## config.mk

```make
export PLATFORM = sky130hd
export DESIGN_NAME = conditional_force_effect_core
export DESIGN_NICKNAME = d
export VERILOG_FILES = /design/src/design/cfe_pkg.sv /design/src/design/cfe_force_calc.sv /design/src/design/conditional_force_effect_core.sv
export SDC_FILE = /design/constraint.sdc
export NUM_CORES = 1
export LEC_CHECK = 0
export BUFFER_PORTS_ARGS = -buffer_cell sky130_fd_sc_hd__clkbuf_2
export CAP_MARGIN = 20
export CORE_UTILIZATION = 60
export DETAILED_ROUTE_END_ITERATION = 16
export PLACE_DENSITY = 0.78
export SYNTH_ARGS = -nofsm -noshare
export SYNTH_HDL_FRONTEND = slang
export SYNTH_SLANG_ARGS = --single-unit
```

## constraint.sdc

```tcl
create_clock -name aclk -period 20.5 [get_ports aclk]
set_clock_uncertainty 0.05 [all_clocks]
set_input_delay 4.1 -clock aclk [delete_from_list [all_inputs] [get_ports aclk]]
set_output_delay 4.1 -clock aclk [all_outputs]
set_load 0.02 [all_outputs]
```

## src/design/cfe_pkg.sv

```systemverilog
// ----------------------------------------------------------------------------
// Conditional force effect package
// Field widths, effect kind codes, register indexes and the register bank type
// shared by the force effect core and its datapath.
// ----------------------------------------------------------------------------
package cfe_pkg;

    localparam int FUNC_W     = 2;
    localparam int AXIS_W     = 16;
    localparam int BAND_W     = 15;
    localparam int COEF_W     = 16;
    localparam int SAT_W      = 15;
    localparam int FORCE_W    = 19;

    localparam int CFG_ADDR_W = 3;
    localparam int CFG_DATA_W = 16;

    // band edges and distances past them
    localparam int EXT_W      = AXIS_W + 2;
    // coefficient operand, wide enough for a negated coefficient
    localparam int MUL_B_W    = COEF_W + 1;
    localparam int PROD_W     = EXT_W + MUL_B_W;

    localparam int COEF_FRAC_BITS = 14;
    localparam int FRICTION_RAMP_SHIFT_DEFAULT = 8;

    // effect kinds
    localparam logic [FUNC_W-1:0] FUNC_SPRING   = 2'd0;
    localparam logic [FUNC_W-1:0] FUNC_DAMPER   = 2'd1;
    localparam logic [FUNC_W-1:0] FUNC_INERTIA  = 2'd2;
    localparam logic [FUNC_W-1:0] FUNC_FRICTION = 2'd3;

    // register indexes
    localparam logic [CFG_ADDR_W-1:0] REG_CENTRE_OFFSET = 3'd0;
    localparam logic [CFG_ADDR_W-1:0] REG_DEAD_BAND     = 3'd1;
    localparam logic [CFG_ADDR_W-1:0] REG_POS_COEF      = 3'd2;
    localparam logic [CFG_ADDR_W-1:0] REG_NEG_COEF      = 3'd3;
    localparam logic [CFG_ADDR_W-1:0] REG_POS_SAT       = 3'd4;
    localparam logic [CFG_ADDR_W-1:0] REG_NEG_SAT       = 3'd5;

    typedef struct packed {
        logic [AXIS_W-1:0] centre_offset;
        logic [BAND_W-1:0] dead_band;
        logic [COEF_W-1:0] positive_coefficient;
        logic [COEF_W-1:0] negative_coefficient;
        logic [SAT_W-1:0]  positive_saturation;
        logic [SAT_W-1:0]  negative_saturation;
    } cfg_t;

endpackage

```

## src/design/cfe_force_calc.sv

```systemverilog
// ----------------------------------------------------------------------------
// Conditional force effect datapath
// Dead band, one shared signed multiply, fixed-point shift and clamping for
// spring, damper, inertia and friction.
// ----------------------------------------------------------------------------
module cfe_force_calc #(
    parameter int FRICTION_RAMP_SHIFT = cfe_pkg::FRICTION_RAMP_SHIFT_DEFAULT
) (
    input  logic [cfe_pkg::FUNC_W-1:0]         func,
    input  logic signed [cfe_pkg::AXIS_W-1:0]  axis_position,
    input  logic signed [cfe_pkg::AXIS_W-1:0]  axis_velocity,
    input  logic signed [cfe_pkg::AXIS_W-1:0]  axis_acceleration,
    input  cfe_pkg::cfg_t                      cfg,
    output logic signed [cfe_pkg::FORCE_W-1:0] force_res
);

    localparam int AW = cfe_pkg::AXIS_W;
    localparam int EW = cfe_pkg::EXT_W;
    localparam int BW = cfe_pkg::MUL_B_W;
    localparam int PW = cfe_pkg::PROD_W;

    localparam logic signed [EW-1:0] RAMP_LIMIT = EW'(1) << FRICTION_RAMP_SHIFT;
    localparam logic signed [PW-1:0] FORCE_MAX  = PW'((1 << (cfe_pkg::FORCE_W - 1)) - 1);
    localparam logic signed [PW-1:0] FORCE_MIN  = ~FORCE_MAX;

    logic signed [AW-1:0] value_sel;
    logic signed [EW-1:0] value_ext;
    logic signed [EW-1:0] centre_ext;
    logic signed [EW-1:0] band_ext;
    logic signed [EW-1:0] edge_lo;
    logic signed [EW-1:0] edge_hi;
    logic                 below;
    logic                 above;
    logic signed [EW-1:0] band_diff;
    logic signed [BW-1:0] pos_coef_ext;
    logic signed [BW-1:0] neg_coef_ext;
    logic signed [BW-1:0] band_coef;

    logic                 is_fric;
    logic                 is_inertia;
    logic                 vel_neg;
    logic                 vel_zero;
    logic signed [BW-1:0] vel_ext;
    logic signed [BW-1:0] vel_mag;
    logic signed [EW-1:0] excess;
    logic signed [BW-1:0] fric_coef;

    logic signed [EW-1:0] mul_a;
    logic signed [BW-1:0] mul_b;
    logic signed [PW-1:0] product;
    logic signed [PW-1:0] q_band;
    logic signed [PW-1:0] q_fric;

    logic [cfe_pkg::SAT_W-1:0] sat_sel;
    logic signed [PW-1:0]      sat_ext;
    logic                      no_clamp;
    logic                      band_zero;
    logic signed [PW-1:0]      band_force;
    logic signed [PW-1:0]      fric_force;
    logic signed [PW-1:0]      force_raw;
    logic signed [PW-1:0]      force_lim;

    assign is_fric    = (func == cfe_pkg::FUNC_FRICTION);
    assign is_inertia = (func == cfe_pkg::FUNC_INERTIA);

    always_comb begin
        unique case (func)
            cfe_pkg::FUNC_SPRING:  value_sel = axis_position >>> 1;
            cfe_pkg::FUNC_DAMPER:  value_sel = axis_velocity;
            default:               value_sel = axis_acceleration;
        endcase
    end

    // dead band edges
    assign value_ext  = {{(EW - AW){value_sel[AW-1]}}, value_sel};
    assign centre_ext = {{(EW - AW){cfg.centre_offset[AW-1]}}, cfg.centre_offset};
    assign band_ext   = $signed({{(EW - cfe_pkg::BAND_W){1'b0}}, cfg.dead_band});
    assign edge_lo    = centre_ext - band_ext;
    assign edge_hi    = centre_ext + band_ext;
    assign below      = (value_ext < edge_lo);
    assign above      = (value_ext > edge_hi);
    assign band_diff  = below ? (value_ext - edge_lo) : (value_ext - edge_hi);

    assign pos_coef_ext = {cfg.positive_coefficient[cfe_pkg::COEF_W-1],
                           cfg.positive_coefficient};
    assign neg_coef_ext = {cfg.negative_coefficient[cfe_pkg::COEF_W-1],
                           cfg.negative_coefficient};
    assign band_coef    = below ? neg_coef_ext : pos_coef_ext;

    // friction: distance of |velocity| past the band, signed peak
    assign vel_neg   = axis_velocity[AW-1];
    assign vel_zero  = (axis_velocity == '0);
    assign vel_ext   = {axis_velocity[AW-1], axis_velocity};
    assign vel_mag   = vel_neg ? -vel_ext : vel_ext;
    assign excess    = {vel_mag[BW-1], vel_mag} - band_ext;
    assign fric_coef = vel_neg ? -neg_coef_ext : pos_coef_ext;

    // one multiplier serves both paths
    assign mul_a   = is_fric ? excess : band_diff;
    assign mul_b   = is_fric ? fric_coef : band_coef;
    assign product = mul_a * mul_b;
    assign q_band  = product >>> cfe_pkg::COEF_FRAC_BITS;
    assign q_fric  = product >>> FRICTION_RAMP_SHIFT;

    assign sat_sel   = below ? cfg.negative_saturation : cfg.positive_saturation;
    assign sat_ext   = $signed({{(PW - cfe_pkg::SAT_W){1'b0}}, sat_sel});
    // inertia treats a zero saturation as unlimited
    assign no_clamp  = is_inertia && (sat_sel == '0);
    // inertia pushes back only while decelerating
    assign band_zero = !(below || above) ||
                       (is_inertia && (axis_acceleration[AW-1] == vel_neg));

    always_comb begin
        priority if (band_zero) begin
            band_force = '0;
        end else if (!no_clamp && (q_band > sat_ext)) begin
            band_force = sat_ext;
        end else if (!no_clamp && (q_band < -sat_ext)) begin
            band_force = -sat_ext;
        end else begin
            band_force = q_band;
        end
    end

    always_comb begin
        priority if (vel_zero) begin
            fric_force = '0;
        end else if (excess > RAMP_LIMIT) begin
            fric_force = {{(PW - BW){fric_coef[BW-1]}}, fric_coef};
        end else if (excess > $signed(EW'(0))) begin
            fric_force = q_fric;
        end else begin
            fric_force = '0;
        end
    end

    assign force_raw = is_fric ? fric_force : band_force;

    always_comb begin
        priority if (force_raw > FORCE_MAX) begin
            force_lim = FORCE_MAX;
        end else if (force_raw < FORCE_MIN) begin
            force_lim = FORCE_MIN;
        end else begin
            force_lim = force_raw;
        end
    end

    assign force_res = force_lim[cfe_pkg::FORCE_W-1:0];

endmodule

```

## src/design/conditional_force_effect_core.sv

```systemverilog
// ----------------------------------------------------------------------------
// Conditional force effect core
// Evaluates spring, damper, inertia or friction force for one axis sample.
// ----------------------------------------------------------------------------
// The core takes one axis sample per clock while m_ready stays high and
// presents each force on m_valid from the result register: the sample is
// captured in an input register, passes the dead band, a single 18x17 signed
// multiply and the clamp logic, and lands in the result register. Throughput
// is one transaction per cycle as long as m_ready stays high; a stalled result
// holds in the result register while the input register still takes one more
// sample. Registers are written through cfg_we/cfg_addr/cfg_wdata, all reset
// to zero, and are expected to change only while no transaction is in flight.
module conditional_force_effect_core #(
    parameter int FRICTION_RAMP_SHIFT = cfe_pkg::FRICTION_RAMP_SHIFT_DEFAULT
) (
    input  logic                                  aclk,
    input  logic                                  aresetn,

    input  logic                                  cfg_we,
    input  logic [cfe_pkg::CFG_ADDR_W-1:0]        cfg_addr,
    input  logic [cfe_pkg::CFG_DATA_W-1:0]        cfg_wdata,

    input  logic                                  s_valid,
    output logic                                  s_ready,
    input  logic [cfe_pkg::FUNC_W-1:0]            s_func,
    input  logic signed [cfe_pkg::AXIS_W-1:0]     s_axis_position,
    input  logic signed [cfe_pkg::AXIS_W-1:0]     s_axis_velocity,
    input  logic signed [cfe_pkg::AXIS_W-1:0]     s_axis_acceleration,

    output logic                                  m_valid,
    input  logic                                  m_ready,
    output logic signed [cfe_pkg::FORCE_W-1:0]    m_force_res
);

    cfe_pkg::cfg_t cfg_reg;

    logic                               in_valid_reg;
    logic [cfe_pkg::FUNC_W-1:0]         func_reg;
    logic signed [cfe_pkg::AXIS_W-1:0]  position_reg;
    logic signed [cfe_pkg::AXIS_W-1:0]  velocity_reg;
    logic signed [cfe_pkg::AXIS_W-1:0]  accel_reg;

    logic                               out_valid_reg;
    logic signed [cfe_pkg::FORCE_W-1:0] force_reg;
    logic signed [cfe_pkg::FORCE_W-1:0] force_next;

    logic out_free;
    logic in_take;
    logic in_move;

    always_ff @(posedge aclk) begin
        if (!aresetn) begin
            cfg_reg <= '0;
        end else if (cfg_we) begin
            unique case (cfg_addr)
                cfe_pkg::REG_CENTRE_OFFSET: cfg_reg.centre_offset        <= cfg_wdata;
                cfe_pkg::REG_DEAD_BAND:
                    cfg_reg.dead_band <= cfg_wdata[cfe_pkg::BAND_W-1:0];
                cfe_pkg::REG_POS_COEF:      cfg_reg.positive_coefficient <= cfg_wdata;
                cfe_pkg::REG_NEG_COEF:      cfg_reg.negative_coefficient <= cfg_wdata;
                cfe_pkg::REG_POS_SAT:
                    cfg_reg.positive_saturation <= cfg_wdata[cfe_pkg::SAT_W-1:0];
                cfe_pkg::REG_NEG_SAT:
                    cfg_reg.negative_saturation <= cfg_wdata[cfe_pkg::SAT_W-1:0];
                default: begin
                    // drop writes to unmapped indexes
                end
            endcase
        end
    end

    assign out_free = !out_valid_reg || m_ready;
    assign in_move  = in_valid_reg && out_free;
    assign s_ready  = aresetn && (!in_valid_reg || out_free);
    assign in_take  = s_valid && s_ready;

    always_ff @(posedge aclk) begin
        if (!aresetn) begin
            in_valid_reg <= 1'b0;
        end else if (in_take) begin
            in_valid_reg <= 1'b1;
        end else if (in_move) begin
            in_valid_reg <= 1'b0;
        end
    end

    always_ff @(posedge aclk) begin
        if (in_take) begin
            func_reg     <= s_func;
            position_reg <= s_axis_position;
            velocity_reg <= s_axis_velocity;
            accel_reg    <= s_axis_acceleration;
        end
    end

    cfe_force_calc #(
        .FRICTION_RAMP_SHIFT (FRICTION_RAMP_SHIFT)
    ) u_calc (
        .func              (func_reg),
        .axis_position     (position_reg),
        .axis_velocity     (velocity_reg),
        .axis_acceleration (accel_reg),
        .cfg               (cfg_reg),
        .force_res         (force_next)
    );

    always_ff @(posedge aclk) begin
        if (!aresetn) begin
            out_valid_reg <= 1'b0;
        end else if (out_free) begin
            out_valid_reg <= in_valid_reg;
        end
    end

    // hold the result while the downstream side stalls
    always_ff @(posedge aclk) begin
        if (in_move) begin
            force_reg <= force_next;
        end
    end

    assign m_valid     = out_valid_reg;
    assign m_force_res = force_reg;

endmodule

```

# == After elaboration in Yosys (flattened, before gate mapping) ==
# Index checks and enable logic that the tools add are counted.
# totals
regBits,164
latchBits,0
ramBits,0
rom_bits,0
input_bits,74
n_memories,0
# op_classes
n_addsub,8
n_mul,1
div_mod_pow,0
order_cmp,8
n_eq_ne,9
shifts,0
n_mux,18
bitwise_logic,0
n_reduce_logical,26
# op_table
cell,n
$mux W35,7
$mux W17,4
$mux W18,2
$sub A16 B17 Y18,2
$gt A35 B19 Y1 const B,1
$lt A21 B35 Y1,1
$lt A35 B19 Y1 const B,1
$mul A18 B17 Y35,1
$neg A15 Y35,1
$neg A16 Y17,2
$pmux W16 S2,1
$gt A21 B16 Y1,1
$mux W19,1
$gt A18 B1 Y1 const B,1
$gt A18 B10 Y1 const B,1
$sub A17 B16 Y18,1
$add A16 B16 Y17,1
$gt A16 B17 Y1,1
$lt A16 B17 Y1,1
$sub A16 B16 Y17,1
$logic_not A16 Y1,1
$logic_not A15 Y1,1
$mux W15,1
$reduce_and A2 Y1,6
13 further kinds,29

# == Logic depth before layout (Yosys ltp) ==
# depth
ltp_word,14
depth_mapped,69
mapped_depth_nobuf,62

# == Cells and area by module ==
# From an unflattened synthesis, not the netlist that was laid out.
# hier_totals
cells_unflattened,3005
area_unflattened_um2,25434.4
# by_module_without_submodules
mod,instances,cells_each,area_per_inst_um2
cfe_force_calc,1,2601,19877.8
conditional_force_effect_core,1,404,5556.6

# == Worst setup path before layout ==
# Ideal clock, no wire load.
# synth_path
path_kind,flip-flop to flip-flop
startpoint,register cfg_reg[63] (netlist name)
endpoint,"register force_reg, in the netlist m_force_res[10], data pin"
setup_ns,0.255
arrival_ns,14.289
setup_slack_ns,5.906
path_stages_with_launch,63
period_less_slack_ns,14.594
path_cell_list,dfxtp_1 inv_1 ha_1 nor2b_1 o21ai_0 a21oi_1 o21ai_0 a21oi_1 o21ai_0 a21oi_1 o21ai_0 a21oi_1 o21ai_0 a2111oi_0 or4_1 nand3_1 ha_1 nand4_1 [... 27 more ...] or2_2 o221ai_1 a2111oi_2 ha_1 a21o_1 a21oi_1 nor2b_1 o21ai_0 nand4b_1 o21ai_0 nor4b_1 o31ai_4 or2_2 o311ai_2 inv_1 a41oi_4 buf_6 o21ai_2
# synth_via
elab_chain_len,13
word_cells_on_any_way,36
# synth_lines
element,line,text
start: declaration,conditional_force_effect_core.sv:35,cfe_pkg::cfg_t cfg_reg;
$add A16 B16 Y17 or $sub A16 B16 Y17 (tied branches),"cfe_force_calc.sv:79, cfe_force_calc.sv:78",
$sub A16 B17 Y18 or $lt A16 B17 Y1 (tied branches),"cfe_force_calc.sv:82, cfe_force_calc.sv:80",
$mux W18 (tied with other cells),cfe_force_calc.sv:82,assign band_diff = below ? (value_ext - edge_lo) : (value_ext - edge_hi);
$mux W18 (tied with other cells),cfe_force_calc.sv:99,assign mul_a = is_fric ? excess : band_diff;
$mul A18 B17 Y35 or $logic_and A1 B1 Y1 (tied branches),"cfe_force_calc.sv:101, cfe_force_calc.sv:108",
$lt A21 B35 Y1 or $logic_not A1 Y1 (tied branches),"cfe_force_calc.sv:118, cfe_force_calc.sv:116",
$logic_and A1 B1 Y1,cfe_force_calc.sv:118,end else if (!no_clamp && (q_band < -sat_ext)) begin
$mux W35,cfe_force_calc.sv:118,
$mux W35,cfe_force_calc.sv:116,end else if (!no_clamp && (q_band > sat_ext)) begin
$mux W35,cfe_force_calc.sv:114,priority if (band_zero) begin
$mux W35 *,cfe_force_calc.sv:137,assign force_raw = is_fric ? fric_force : band_force;
$lt A35 B19 Y1,cfe_force_calc.sv:142,end else if (force_raw < FORCE_MIN) begin
$mux W19,cfe_force_calc.sv:142,
end signal: assignment,conditional_force_effect_core.sv:118,force_reg <= force_next;
end: declaration,conditional_force_effect_core.sv:44,logic signed [cfe_pkg::FORCE_W-1:0] force_reg;
# Mark *: on every way between the ends. The rest lies on a longest branch, timed or not.
# A chain may end at the register's enable or synchronous reset.

# == Final worst setup path ==
# layout_path
startpoint,register cfg_reg[63] (netlist name)
endpoint,"register force_reg, in the netlist m_force_res[6], data pin"
# Same word-level chain as after synthesis.

==> flow_summary.json <==
{
  "clockRootBuffer": "clkbuf_16",
  "dpl.hpwl_mm": 62.8,
  "path_class": "reg -> reg",
  "cts_hold_buf": 0,
  "start_util_pct": 61.0,
  "wire_per_inst_um": 21.1,
  "cts_tree": "done",
  "status": "finished clean",
  "synth_enable_flop_cells": 68,
  "max_stage_delay_ns": 0.83,
  "crit_arrival_ns": 18.34,
  "r2r_setup_slack_ns": 2.27,
  "synth_fp_nets": 3675,
  "worstSetupStartpoint": "cfg_reg[63]",
  "rows": 75,
  "htreeDepth": 4,
  "r2r-end": "m_force_res[6]",
  "maxSlewViolCount": 0,
  "gp_congestion": 0.995,
  "antenna_found_initial": 1,
  "critical_path_peak_fanout": 46,
  "dieArea_mm2": 0.0436,
  "routed_wl_mm": 77.4,
  "netlist_instances": 3078,
  "vias_per_cell": 6.06,
  "detail-route-antenna-nets": 0,
  "final-hold-violation-count": 0,
  "grt_pass1_wl_mm": 124,
  "die_w_um": 209,
  "yosysMostFrequentCell": "inv_1",
  "grt_max_degree": 96,
  "setup_viol": 0,
  "slowest_stage": "a2111oi_0",
  "cts_sinks": 163,
  "critPathRequiredTime_ns": 20.61,
  "grt_pass1_vias": 22677,
  "clkTransAtPathRegs_ns": 0.07,
  "ys_ff_latch": 163,
  "worst_setup_path_end_kind": "flop",
  "max_cap_viol_count": 0,
  "ys_warn_count": 0,
  "grt_setup_unrepaired": "no",
  "hold_ws_ns": 0.439,
  "final_nets": 3721,
  "max-slew-margin-rel_pct": 14.2,
  "yosys.area.top_type": "fa_1",
  "crit_top_cell": "o21ai_0",
  "first_pass_iters": 5,
  "synth_top_area_share_pct": 24.6,
  "grt_use_total_pct": 36.8,
  "syn2layout_area_growth_pct": 6.36,
  "mappedNetlistArea_mm2": 0.0257,
  "cts_setup_buffers": 0,
  "clockBufferDepth": 2,
  "drt-initial-drc-count": 1801,
  "ys_async_sr_fraction_pct": 0,
  "worst_slew_pin_slew_ns": 1.27,
  "synth_area_per_cell_um2": 8.33,
  "clock.fmax_mhz": 54.9,
  "coreArea_mm2": 0.0420,
  "setup_tns_ns": 0,
  "largest_reg_flops": 93,
  "io_pins": 95,
  "port_buffers": 93,
  "synth_common_cells": "437 x inv_1, 421 x nand2_1, 315 x fa_1",
  "cp-start-kind": "flop",
  "ctsResizeCount": 0,
  "numCtsBuffers": 17,
  "r2r_start": "cfg_reg[63]",
  "diodes": 0,
  "ys.flop_type": "dfxtp_1",
  "overflow": 0,
  "cp-endpoint": "m_force_res[6]",
  "yosysSeqAreaShare_pct": 15.4,
  "timing.final.crit_share_pct": 88.9,
  "whs_path_depth": 2,
  "die_h_um": 209,
  "vias": 22264,
  "synthTopCellsByArea": "fa_1 25%, ha_1 10%, edfxtp_1 8.0%",
  "drive_gt1_share_pct": 8.23,
  "clkLatencyLatePin_ns": 0.45,
  "synth_cell_types": 103,
  "reg2reg_depth": 60,
  "min_period_ns": 18.23,
  "hold_class": "reg -> reg",
  "drc": 0
}
-- critical path: cells and delay by family (launching register included) --
| kind | cells | cell delay, ns |
|---|---|---|
| AOI/OAI and AO/OA | 23 | 6.50 |
| adders and majority gates | 10 | 4.38 |
| and+or+nand+nor | 17 | 3.99 |
| buffers and inverters | 8 | 1.50 |
| xor gates and xnor gates | 1 | 0.65 |
| DFF | 1 | 0.54 |
| muxes | 1 | 0.27 |
-- layout make-up --
type	instances	area [µm²]
Multi-Input combinational cell	2361	19600
Fill cell	3616	14800
Sequential cell	163	3940
Inverter	438	1640
Timing Repair Buffer	143	861
Tap cell	539	674
Clock buffer	19	443
Clock inverter	12	108
-- how the worst min path moves through the flow --
stage	startpoint	end	slack, ns
6_report	cfg_reg[81]	cfg_reg[81]	0.44
5_1_grt	cfg_reg[77]	cfg_reg[77]	0.47
4_1_cts	cfg_reg[81]	cfg_reg[81]	0.44
3_5_place_dp	cfg_reg[23]	cfg_reg[23]	0.43
3_3_place_gp	cfg_reg[23]	cfg_reg[23]	0.42
2_1_floorplan	cfg_reg[24]	cfg_reg[24]	0.40
-- layer usage --
| metal | wire length (µm) | global-route usage (%) | up-vias |
|---|---|---|---|
| li1 | - | - | 10272 |
| met1 | 31900 | 48.7 | 10924 |
| met2 | 36000 | 59.6 | 881 |
| met3 | 5860 | 5.88 | 187 |
| met4 | 3660 | 16.3 | 0 |
| met5 | 0 | 0 | - |
-- cells in the final DEF, fill, tap and decap left out, types with 19 or more instances in the layout --
cell / synthesis / routed
dfxtp_1: 95 / 95
o21a_1: 24 / 24
buf_4: 2 / 48
nand3_1: 49 / 49
ha_1: 208 / 208
fa_1: 315 / 315
nand2_1: 421 / 420
mux2i_1: 61 / 61
a21o_1: 48 / 48
edfxtp_1: 68 / 68
nor3_1: 41 / 41
xor2_1: 28 / 28
xnor2_1: 92 / 92
nand2b_1: 50 / 50
o21ai_0: 106 / 106
or3_1: 21 / 21
nor2b_1: 35 / 34
or2_2: 19 / 19
a21oi_1: 146 / 144
nor2_1: 283 / 283
a21boi_0: 106 / 106
inv_1: 437 / 438
clkbuf_2: 1 / 93
-- logic make-up (layout without fill, tap and decap cells) --
group / count (synthesis) / after routing / share of synthesized area, %
XOR/XNOR: 120 / 120 / 4.10
flip-flops: 163 / 163 / 15.4
buffers and inverters: 554 / 612 / 8.29
AO/OA/AOI/OAI: 626 / 626 / 16.6
AND/OR/NAND/NOR: 1016 / 1016 / 17.9
adder cells (fa/ha/maj): 523 / 523 / 34.7
multiplexers: 76 / 76 / 3.04
-- metrics by stage --
| stage | utilization [%] | instance area [µm²] | cells | setup slack, ns |
|---|---|---|---|---|
| floorplan | - | 25700 | 3078 | 5.91 |
| global placement | 63.5 | 26700 | 3641 | 3.11 |
| detailed placement | 63.5 | 26700 | 3641 | 2.69 |
| CTS | 64.8 | 27200 | 3672 | 2.57 |
| global route | 64.9 | 27300 | 3675 | 1.27 |
| finish | 64.9 | 27300 | 3675 | 2.27 |
Power is left out: the tool's default activity adds up to more than one toggle a clock period on the data nets, which glitch-free logic cannot reach.
